$ cat config.mk
export PLATFORM = sky130hd
export DESIGN_NAME = yuv_to_rgb_bottom_up_pixel
export DESIGN_NICKNAME = d
export VERILOG_FILES = /design/src/hw/rtl/yuvrgb_pkg.sv /design/src/hw/rtl/yuvrgb_cfg.sv /design/src/hw/rtl/yuvrgb_color.sv /design/src/hw/rtl/yuvrgb_addr.sv /design/src/hw/rtl/yuv_to_rgb_bottom_up_pixel.sv
export SDC_FILE = /design/constraint.sdc
export NUM_CORES = 2
export LEC_CHECK = 0
export ABC_AREA = 1
export BUFFER_PORTS_ARGS = -buffer_cell sky130_fd_sc_hd__buf_2
export CAP_MARGIN = 20
export CORE_UTILIZATION = 48
export DETAILED_ROUTE_END_ITERATION = 10
export GPL_TIMING_DRIVEN = 0
export PLACE_DENSITY = 0.73
export SYNTH_ARGS = -nofsm -noshare
export SYNTH_HDL_FRONTEND = slang
export SYNTH_SLANG_ARGS = --single-unit
$ cat constraint.sdc
create_clock -name clk -period 11.33 [get_ports clk]
set_input_delay 0 -clock clk [delete_from_list [all_inputs] [get_ports clk]]
set_output_delay 0 -clock clk [all_outputs]
set_load 0.03 [all_outputs]
$ cat src/hw/rtl/yuvrgb_pkg.sv
// ----------------------------------------------------------------------------
// yuvrgb_pkg
// Shared types and constants for the YUV to RGB pixel converter.
// ----------------------------------------------------------------------------
package yuvrgb_pkg;

    localparam int SAMPLE_W   = 8;
    localparam int POS_W      = 12;
    localparam int COEF_W     = 12;
    localparam int FRAC_BITS  = 10;
    localparam int ADDR_W     = 26;
    localparam int CFG_IDX_W  = 3;
    localparam int CFG_DATA_W = 13;
    // Q.10 sums span about +/-1.3M, so 23 signed bits hold them all
    localparam int SUM_W      = 23;

    localparam logic [SAMPLE_W-1:0] CHROMA_MID = 8'd128;
    localparam logic [SAMPLE_W-1:0] PIX_MAX    = 8'd255;

    // Register indexes on the configuration channel
    localparam logic [CFG_IDX_W-1:0] REG_COEF_RED_FIRST    = 3'd0;
    localparam logic [CFG_IDX_W-1:0] REG_COEF_GREEN_SECOND = 3'd1;
    localparam logic [CFG_IDX_W-1:0] REG_COEF_GREEN_FIRST  = 3'd2;
    localparam logic [CFG_IDX_W-1:0] REG_COEF_BLUE_SECOND  = 3'd3;
    localparam logic [CFG_IDX_W-1:0] REG_FRAME_WIDTH       = 3'd4;
    localparam logic [CFG_IDX_W-1:0] REG_FRAME_HEIGHT      = 3'd5;

    localparam logic [COEF_W-1:0] COEF_RED_FIRST_RST    = 12'd1404;
    localparam logic [COEF_W-1:0] COEF_GREEN_SECOND_RST = 12'd715;
    localparam logic [COEF_W-1:0] COEF_GREEN_FIRST_RST  = 12'd720;
    localparam logic [COEF_W-1:0] COEF_BLUE_SECOND_RST  = 12'd1774;
    localparam int FRAME_WIDTH_RST  = 352;
    localparam int FRAME_HEIGHT_RST = 288;

    typedef struct packed {
        logic [SAMPLE_W-1:0] luma;
        logic [SAMPLE_W-1:0] chroma_first;
        logic [SAMPLE_W-1:0] chroma_second;
        logic [POS_W-1:0]    column;
        logic [POS_W-1:0]    row;
    } pixel_t;

    typedef struct packed {
        logic [SAMPLE_W-1:0] red;
        logic [SAMPLE_W-1:0] green;
        logic [SAMPLE_W-1:0] blue;
        logic [ADDR_W-1:0]   byte_address;
        logic                out_of_frame;
    } result_t;

    typedef struct packed {
        logic [COEF_W-1:0] red_first;
        logic [COEF_W-1:0] green_second;
        logic [COEF_W-1:0] green_first;
        logic [COEF_W-1:0] blue_second;
    } coef_set_t;

    typedef struct packed {
        logic [SAMPLE_W-1:0] red;
        logic [SAMPLE_W-1:0] green;
        logic [SAMPLE_W-1:0] blue;
    } rgb_t;

endpackage

$ cat src/hw/rtl/yuvrgb_cfg.sv
// ----------------------------------------------------------------------------
// yuvrgb_cfg
// Configuration registers: color gains and frame size, the size saturated on write.
// ----------------------------------------------------------------------------
module yuvrgb_cfg #(
    parameter int MAX_DIM = 4096,
    parameter int DIM_W   = 13
) (
    input  logic                               clk,
    input  logic                               rst_n,
    input  logic                               cfg_valid,
    input  logic [yuvrgb_pkg::CFG_IDX_W-1:0]   cfg_index,
    input  logic [yuvrgb_pkg::CFG_DATA_W-1:0]  cfg_data,
    output yuvrgb_pkg::coef_set_t              coefs,
    output logic [DIM_W-1:0]                   frame_w,
    output logic [DIM_W-1:0]                   frame_h
);

    localparam int SAT_W = (DIM_W > yuvrgb_pkg::CFG_DATA_W) ? DIM_W
                                                              : yuvrgb_pkg::CFG_DATA_W;
    localparam logic [DIM_W-1:0] W_RST = DIM_W'((yuvrgb_pkg::FRAME_WIDTH_RST > MAX_DIM)
                                         ? MAX_DIM : yuvrgb_pkg::FRAME_WIDTH_RST);
    localparam logic [DIM_W-1:0] H_RST = DIM_W'((yuvrgb_pkg::FRAME_HEIGHT_RST > MAX_DIM)
                                         ? MAX_DIM : yuvrgb_pkg::FRAME_HEIGHT_RST);

    yuvrgb_pkg::coef_set_t coefs_reg;
    logic [DIM_W-1:0]      frame_w_reg;
    logic [DIM_W-1:0]      frame_h_reg;
    logic [SAT_W-1:0]      data_x;
    logic [DIM_W-1:0]      dim_sat;
    logic [yuvrgb_pkg::COEF_W-1:0] coef_val;

    // Clip frame size to the largest supported dimension
    assign data_x   = SAT_W'(cfg_data);
    assign dim_sat  = (data_x > SAT_W'(MAX_DIM)) ? DIM_W'(MAX_DIM) : DIM_W'(data_x);
    assign coef_val = cfg_data[yuvrgb_pkg::COEF_W-1:0];

    always_ff @(posedge clk or negedge rst_n)
    begin
        if (!rst_n)
        begin
            coefs_reg.red_first    <= yuvrgb_pkg::COEF_RED_FIRST_RST;
            coefs_reg.green_second <= yuvrgb_pkg::COEF_GREEN_SECOND_RST;
            coefs_reg.green_first  <= yuvrgb_pkg::COEF_GREEN_FIRST_RST;
            coefs_reg.blue_second  <= yuvrgb_pkg::COEF_BLUE_SECOND_RST;
            frame_w_reg            <= W_RST;
            frame_h_reg            <= H_RST;
        end
        else if (cfg_valid)
        begin
            case (cfg_index)
                yuvrgb_pkg::REG_COEF_RED_FIRST:    coefs_reg.red_first    <= coef_val;
                yuvrgb_pkg::REG_COEF_GREEN_SECOND: coefs_reg.green_second <= coef_val;
                yuvrgb_pkg::REG_COEF_GREEN_FIRST:  coefs_reg.green_first  <= coef_val;
                yuvrgb_pkg::REG_COEF_BLUE_SECOND:  coefs_reg.blue_second  <= coef_val;
                yuvrgb_pkg::REG_FRAME_WIDTH:       frame_w_reg            <= dim_sat;
                yuvrgb_pkg::REG_FRAME_HEIGHT:      frame_h_reg            <= dim_sat;
                default:                           ; // drop writes to unknown indexes
            endcase
        end
    end

    assign coefs   = coefs_reg;
    assign frame_w = frame_w_reg;
    assign frame_h = frame_h_reg;

endmodule

$ cat src/hw/rtl/yuvrgb_color.sv
// ----------------------------------------------------------------------------
// yuvrgb_color
// Q.10 color matrix with truncation toward zero and clamping to 0..255.
// ----------------------------------------------------------------------------
module yuvrgb_color (
    input  logic [yuvrgb_pkg::SAMPLE_W-1:0] luma,
    input  logic [yuvrgb_pkg::SAMPLE_W-1:0] chroma_first,
    input  logic [yuvrgb_pkg::SAMPLE_W-1:0] chroma_second,
    input  yuvrgb_pkg::coef_set_t           coefs,
    output yuvrgb_pkg::rgb_t                rgb
);

    localparam int SW = yuvrgb_pkg::SUM_W;

    logic signed [SW-1:0] ybase;
    logic signed [SW-1:0] d1;
    logic signed [SW-1:0] d2;
    logic signed [SW-1:0] k_rf;
    logic signed [SW-1:0] k_gs;
    logic signed [SW-1:0] k_gf;
    logic signed [SW-1:0] k_bs;
    logic signed [SW-1:0] sum_r;
    logic signed [SW-1:0] sum_g;
    logic signed [SW-1:0] sum_b;

    function automatic logic [yuvrgb_pkg::SAMPLE_W-1:0] clamp_q10(
        input logic signed [SW-1:0] s
    );
        logic [SW-1:0] v;
        begin
            v = SW'(s) >> yuvrgb_pkg::FRAC_BITS;
            if (s < 0)
                clamp_q10 = '0;
            else if (v > SW'(yuvrgb_pkg::PIX_MAX))
                clamp_q10 = yuvrgb_pkg::PIX_MAX;
            else
                clamp_q10 = v[yuvrgb_pkg::SAMPLE_W-1:0];
        end
    endfunction

    assign ybase = $signed(SW'(luma) << yuvrgb_pkg::FRAC_BITS);
    assign d1    = $signed(SW'(chroma_first)) - $signed(SW'(yuvrgb_pkg::CHROMA_MID));
    assign d2    = $signed(SW'(chroma_second)) - $signed(SW'(yuvrgb_pkg::CHROMA_MID));
    assign k_rf  = $signed(SW'(coefs.red_first));
    assign k_gs  = $signed(SW'(coefs.green_second));
    assign k_gf  = $signed(SW'(coefs.green_first));
    assign k_bs  = $signed(SW'(coefs.blue_second));

    assign sum_r = ybase + k_rf * d1;
    assign sum_g = ybase - k_gs * d2 - k_gf * d1;
    assign sum_b = ybase + k_bs * d2;

    assign rgb.red   = clamp_q10(sum_r);
    assign rgb.green = clamp_q10(sum_g);
    assign rgb.blue  = clamp_q10(sum_b);

endmodule

$ cat src/hw/rtl/yuvrgb_addr.sv
// ----------------------------------------------------------------------------
// yuvrgb_addr
// Bottom-up 24-bit bitmap byte address and frame bounds check.
// ----------------------------------------------------------------------------
module yuvrgb_addr #(
    parameter int DIM_W = 13
) (
    input  logic [yuvrgb_pkg::POS_W-1:0]  column,
    input  logic [yuvrgb_pkg::POS_W-1:0]  row,
    input  logic [DIM_W-1:0]              frame_w,
    input  logic [DIM_W-1:0]              frame_h,
    output logic [yuvrgb_pkg::ADDR_W-1:0] byte_address,
    output logic                          out_of_frame
);

    localparam int CALC_W = (2 * DIM_W + 2 > yuvrgb_pkg::ADDR_W) ? 2 * DIM_W + 2
                                                                 : yuvrgb_pkg::ADDR_W;

    logic [CALC_W-1:0] col_x;
    logic [CALC_W-1:0] row_x;
    logic [CALC_W-1:0] w_x;
    logic [CALC_W-1:0] h_x;
    logic [CALC_W-1:0] line;
    logic [CALC_W-1:0] pix_index;
    logic [CALC_W-1:0] offset;

    assign col_x = CALC_W'(column);
    assign row_x = CALC_W'(row);
    assign w_x   = CALC_W'(frame_w);
    assign h_x   = CALC_W'(frame_h);

    assign out_of_frame = (col_x >= w_x) || (row_x >= h_x);

    // Rows are stored last line first
    assign line      = h_x - CALC_W'(1) - row_x;
    assign pix_index = line * w_x + col_x;
    assign offset    = (pix_index << 1) + pix_index;

    assign byte_address = out_of_frame ? '0 : offset[yuvrgb_pkg::ADDR_W-1:0];

endmodule

$ cat src/hw/rtl/yuv_to_rgb_bottom_up_pixel.sv
// ----------------------------------------------------------------------------
// yuv_to_rgb_bottom_up_pixel
// YUV 4:2:0 pixel to RGB24 converter with bottom-up bitmap addressing.
// ----------------------------------------------------------------------------
// Every pixel is held in the input register, then the color matrix and
// the address multiplier settle into the result register. busy stays
// low, so a pixel can be started on every clock
// and results come out at one per clock in start order. The done strobe is
// high for exactly one cycle per pixel and cannot be held off, so the
// receiver must take result whenever done is high. Configuration writes are
// always taken (cfg_ready is high) and must be issued with no pixel in flight.
module yuv_to_rgb_bottom_up_pixel #(
    parameter int MAX_DIM = 4096
) (
    input  logic                               clk,
    input  logic                               rst_n,
    input  logic                               start,
    output logic                               busy,
    input  yuvrgb_pkg::pixel_t                 pixel,
    output logic                               done,
    output yuvrgb_pkg::result_t                result,
    input  logic                               cfg_valid,
    output logic                               cfg_ready,
    input  logic [yuvrgb_pkg::CFG_IDX_W-1:0]   cfg_index,
    input  logic [yuvrgb_pkg::CFG_DATA_W-1:0]  cfg_data
);

    localparam int DIM_W = $clog2(MAX_DIM + 1);

    yuvrgb_pkg::coef_set_t coefs;
    logic [DIM_W-1:0]      frame_w;
    logic [DIM_W-1:0]      frame_h;

    logic                  accept;
    logic                  pix_valid_reg;
    yuvrgb_pkg::pixel_t    pix_reg;
    logic                  done_reg;
    yuvrgb_pkg::result_t   result_reg;
    yuvrgb_pkg::result_t   result_next;
    yuvrgb_pkg::rgb_t      rgb;

    assign busy      = 1'b0;
    assign cfg_ready = 1'b1;
    assign accept    = start && !busy;

    yuvrgb_cfg #(
        .MAX_DIM (MAX_DIM),
        .DIM_W   (DIM_W)
    ) u_cfg (
        .clk       (clk),
        .rst_n     (rst_n),
        .cfg_valid (cfg_valid && cfg_ready),
        .cfg_index (cfg_index),
        .cfg_data  (cfg_data),
        .coefs     (coefs),
        .frame_w   (frame_w),
        .frame_h   (frame_h)
    );

    yuvrgb_color u_color (
        .luma          (pix_reg.luma),
        .chroma_first  (pix_reg.chroma_first),
        .chroma_second (pix_reg.chroma_second),
        .coefs         (coefs),
        .rgb           (rgb)
    );

    yuvrgb_addr #(
        .DIM_W (DIM_W)
    ) u_addr (
        .column       (pix_reg.column),
        .row          (pix_reg.row),
        .frame_w      (frame_w),
        .frame_h      (frame_h),
        .byte_address (result_next.byte_address),
        .out_of_frame (result_next.out_of_frame)
    );

    assign result_next.red   = rgb.red;
    assign result_next.green = rgb.green;
    assign result_next.blue  = rgb.blue;

    always_ff @(posedge clk or negedge rst_n)
    begin
        if (!rst_n)
        begin
            pix_valid_reg <= 1'b0;
            done_reg      <= 1'b0;
        end
        else
        begin
            pix_valid_reg <= accept;
            done_reg      <= pix_valid_reg;
        end
    end

    // Payload registers: capture on every transaction, no reset needed
    always_ff @(posedge clk)
    begin
        if (accept)
            pix_reg <= pixel;
        if (pix_valid_reg)
            result_reg <= result_next;
    end

    assign done   = done_reg;
    assign result = result_reg;

`ifndef ASSERT_OFF
    a_start_to_done: assert property (@(posedge clk) disable iff (!rst_n)
        accept |-> ##2 done)
        else $error("accepted pixel did not produce a result two cycles later");

    a_no_spurious_done: assert property (@(posedge clk) disable iff (!rst_n)
        !pix_valid_reg |=> !done)
        else $error("done raised without a pixel in the input register");

    a_oof_addr_zero: assert property (@(posedge clk) disable iff (!rst_n)
        (done && result.out_of_frame) |-> (result.byte_address == '0))
        else $error("out-of-frame pixel carries a nonzero address");

    a_oof_bounds: assert property (@(posedge clk) disable iff (!rst_n)
        (pix_valid_reg && (32'(pix_reg.column) < 32'(frame_w))
         && (32'(pix_reg.row) < 32'(frame_h)))
        |=> !result.out_of_frame)
        else $error("in-frame pixel flagged out of frame");
`endif

endmodule

==> results.ini <==
[run_status]
run_status = complete, no violations

[global_route]
antenna_found_initial = 5
met3_usage = 0.0577
top_usage_layer = met2
grt_pass1_vias = 25300
met2_usage = 0.414
grt_start_max_net_pins = 59
grt.overflow.total = 0
grt_pass1_wl_um = 130000
grt.total_usage = 0.253
grt_use_met1 = 0.315

[clock_network]
clockBufferDepth = 2
htree_levels = 4
root_buffer = clkbuf_16
path_clk_slew_ps = 80
clk_latency_ps = 510
cts.repair.resized = 0
cts_buffers = 17
ctsHoldBuffers = 67
cts_setup_buffers = 0
cts.sinks = 175
cts_tree = yes

[critical_path]
required_ps = 11640
critical_path.most_common_cell = nand2_1
critPathMaxStageDelay_ps = 700
crit_path_end_kind = register
setup.worst_path.class = reg -> reg
cp.arrival_ps = 10670
crit_slowest_cell = xor2_1
path_max_fanout = 8
critPathLaunchType = register

[yosys]
synth_edf_count = 99
yosys_warnings = 0
async_reset_ff_frac = 0.434
syn_avg_cell_area_um2 = 8.36
synth_top_flop_cell = edfxtp_1
syn_area_mm2 = 0.0317
synthesis.nets = 4731
syn_inst = 3787
yosysSeqAreaShare = 0.155
ys_types = 54
ys_ff_latch = 175

[timing]
finalCritPeriodShare = 0.914
rsz0062_at_grt = no
worst_pin_slew_ps = 1130
clock_skew_ps = 15.4
fmax_mhz = 96.6
setup_tns_ps = 0
finalCriticalPeriod_ps = 10360
hold_viol_final = 0
drv_slew = 0
setup_viol = 0
relSlewSlack = 0.245

[placement]
dp_hpwl_um = 66500
gp_congestion = 0.989
io_buffers = 119
placed_cells = 4765

[routing]
drc = 0
drt-vias-per-instance = 5.12
first_pass_iters = 6
routedWlPerCell_um = 16.6
drtAntennaViolNets = 0
vias = 24900
wl_um = 80800
drt_iter0_markers = 1591

[floorplanning]
dieArea_mm2 = 0.0670
core_area_mm2 = 0.0648
pin_count = 122
rows = 93
die_h_um = 259
die_x_um = 259
initial_core_util = 0.488

[cells_and_area]
syn_to_final_growth_pct = 9.69
final_cell_mix = 979 x inv_1, 794 x nand2_1, 545 x fa_1
largest_reg_flops = 51
final_cells = 4869
final_net_count = 4941
final_layout_size_suffix_gt1_frac = 0.0616
final_common_cell = inv_1

[min_path]
hp-class = in -> reg

[run]
drv_cap = 0

## worst max-delay path, delay by kind of cell, from the launching register on
kind | cells | cell delay, ps
AO/OA/AOI/OAI | 7 | 1780
buffers and inverters | 7 | 760
XOR/XNOR | 3 | 1100
flip-flops | 1 | 470
adder cells (fa/ha/maj) | 10 | 4130
AND/OR/NAND/NOR | 17 | 1920
## path summary, 6_finish.rpt
check | start | to | slack, ps | cells past startpoint
max reg2reg | u_cfg.frame_h[0] | result[25] | 970 | 44
max in group asynchronous | rst_n | pix_valid_reg | 10280 | 3
min | start | pix_reg[38] | 40 | 1
min reg2reg | u_cfg.frame_h[1] | u_cfg.frame_h[1] | 500 | 2
min in group asynchronous | rst_n | u_cfg.coefs[9] | 110 | 2
max | u_cfg.frame_h[0] | result[25] | 970 | 44
## layer usage
| metal | share of wire | routed length (µm) |
|---|---|---|
| met1 | 0.40 | 32600 |
| met2 | 0.47 | 38100 |
| met3 | 0.076 | 6120 |
| met4 | 0.049 | 3980 |
| met5 | 0.00042 | 34 |
## metrics by stage
stage               instance area [µm²]  hold WS [ps]   util  setup slack (ps)
floorplan                         31700          -296      -              2710
global placement                  33300           176  0.514              1150
detailed placement                33400          -103  0.515              1130
CTS                               34700          40.2  0.535              1080
global route                      34700          74.2  0.536               225
finish                            34700          35.0  0.536               973
## layout make-up
class | instances | area (µm²)
Fill cell | 5926 | 30100
Multi-Input combinational cell | 2502 | 22500
Sequential cell | 175 | 4910
Inverter | 983 | 3690
Timing Repair Buffer | 191 | 1350
Tap cell | 855 | 1070
Buffer | 127 | 508
Clock buffer | 18 | 450
Clock inverter | 14 | 188
Antenna cell | 4 | 10.0
## cell families (layout without fill, tap and decap cells)
group,after synthesis,after routing,share of synthesized area
xor+xnor,100,100,0.0279
other cells,2,6,0.000237
flops,175,175,0.155
buf+inv,1110,1333,0.133
compound gates,327,327,0.0565
fa+ha+maj,876,876,0.476
simple gates,1197,1197,0.152
## synth_stat cells, drive strengths merged, types with 9 or more instances
library cell,n,area share
ha,331,0.13
nor3,15,0.0027
dfstp,30,0.025
buf,13,0.0025
o21ai,126,0.020
nand2,805,0.097
a21oi,146,0.023
nor2,265,0.032
nand3,59,0.0095
dfrtp,46,0.036
inv,983,0.12
fa,545,0.34
edfxtp,99,0.094
or2,23,0.0045
a21o,9,0.0021
clkbuf,114,0.014
xor2,56,0.016
xnor2,44,0.012
nand4,20,0.0040
Power is not shown: default switching activity piles up to over one toggle a cycle in this logic, so the estimate is an artifact.
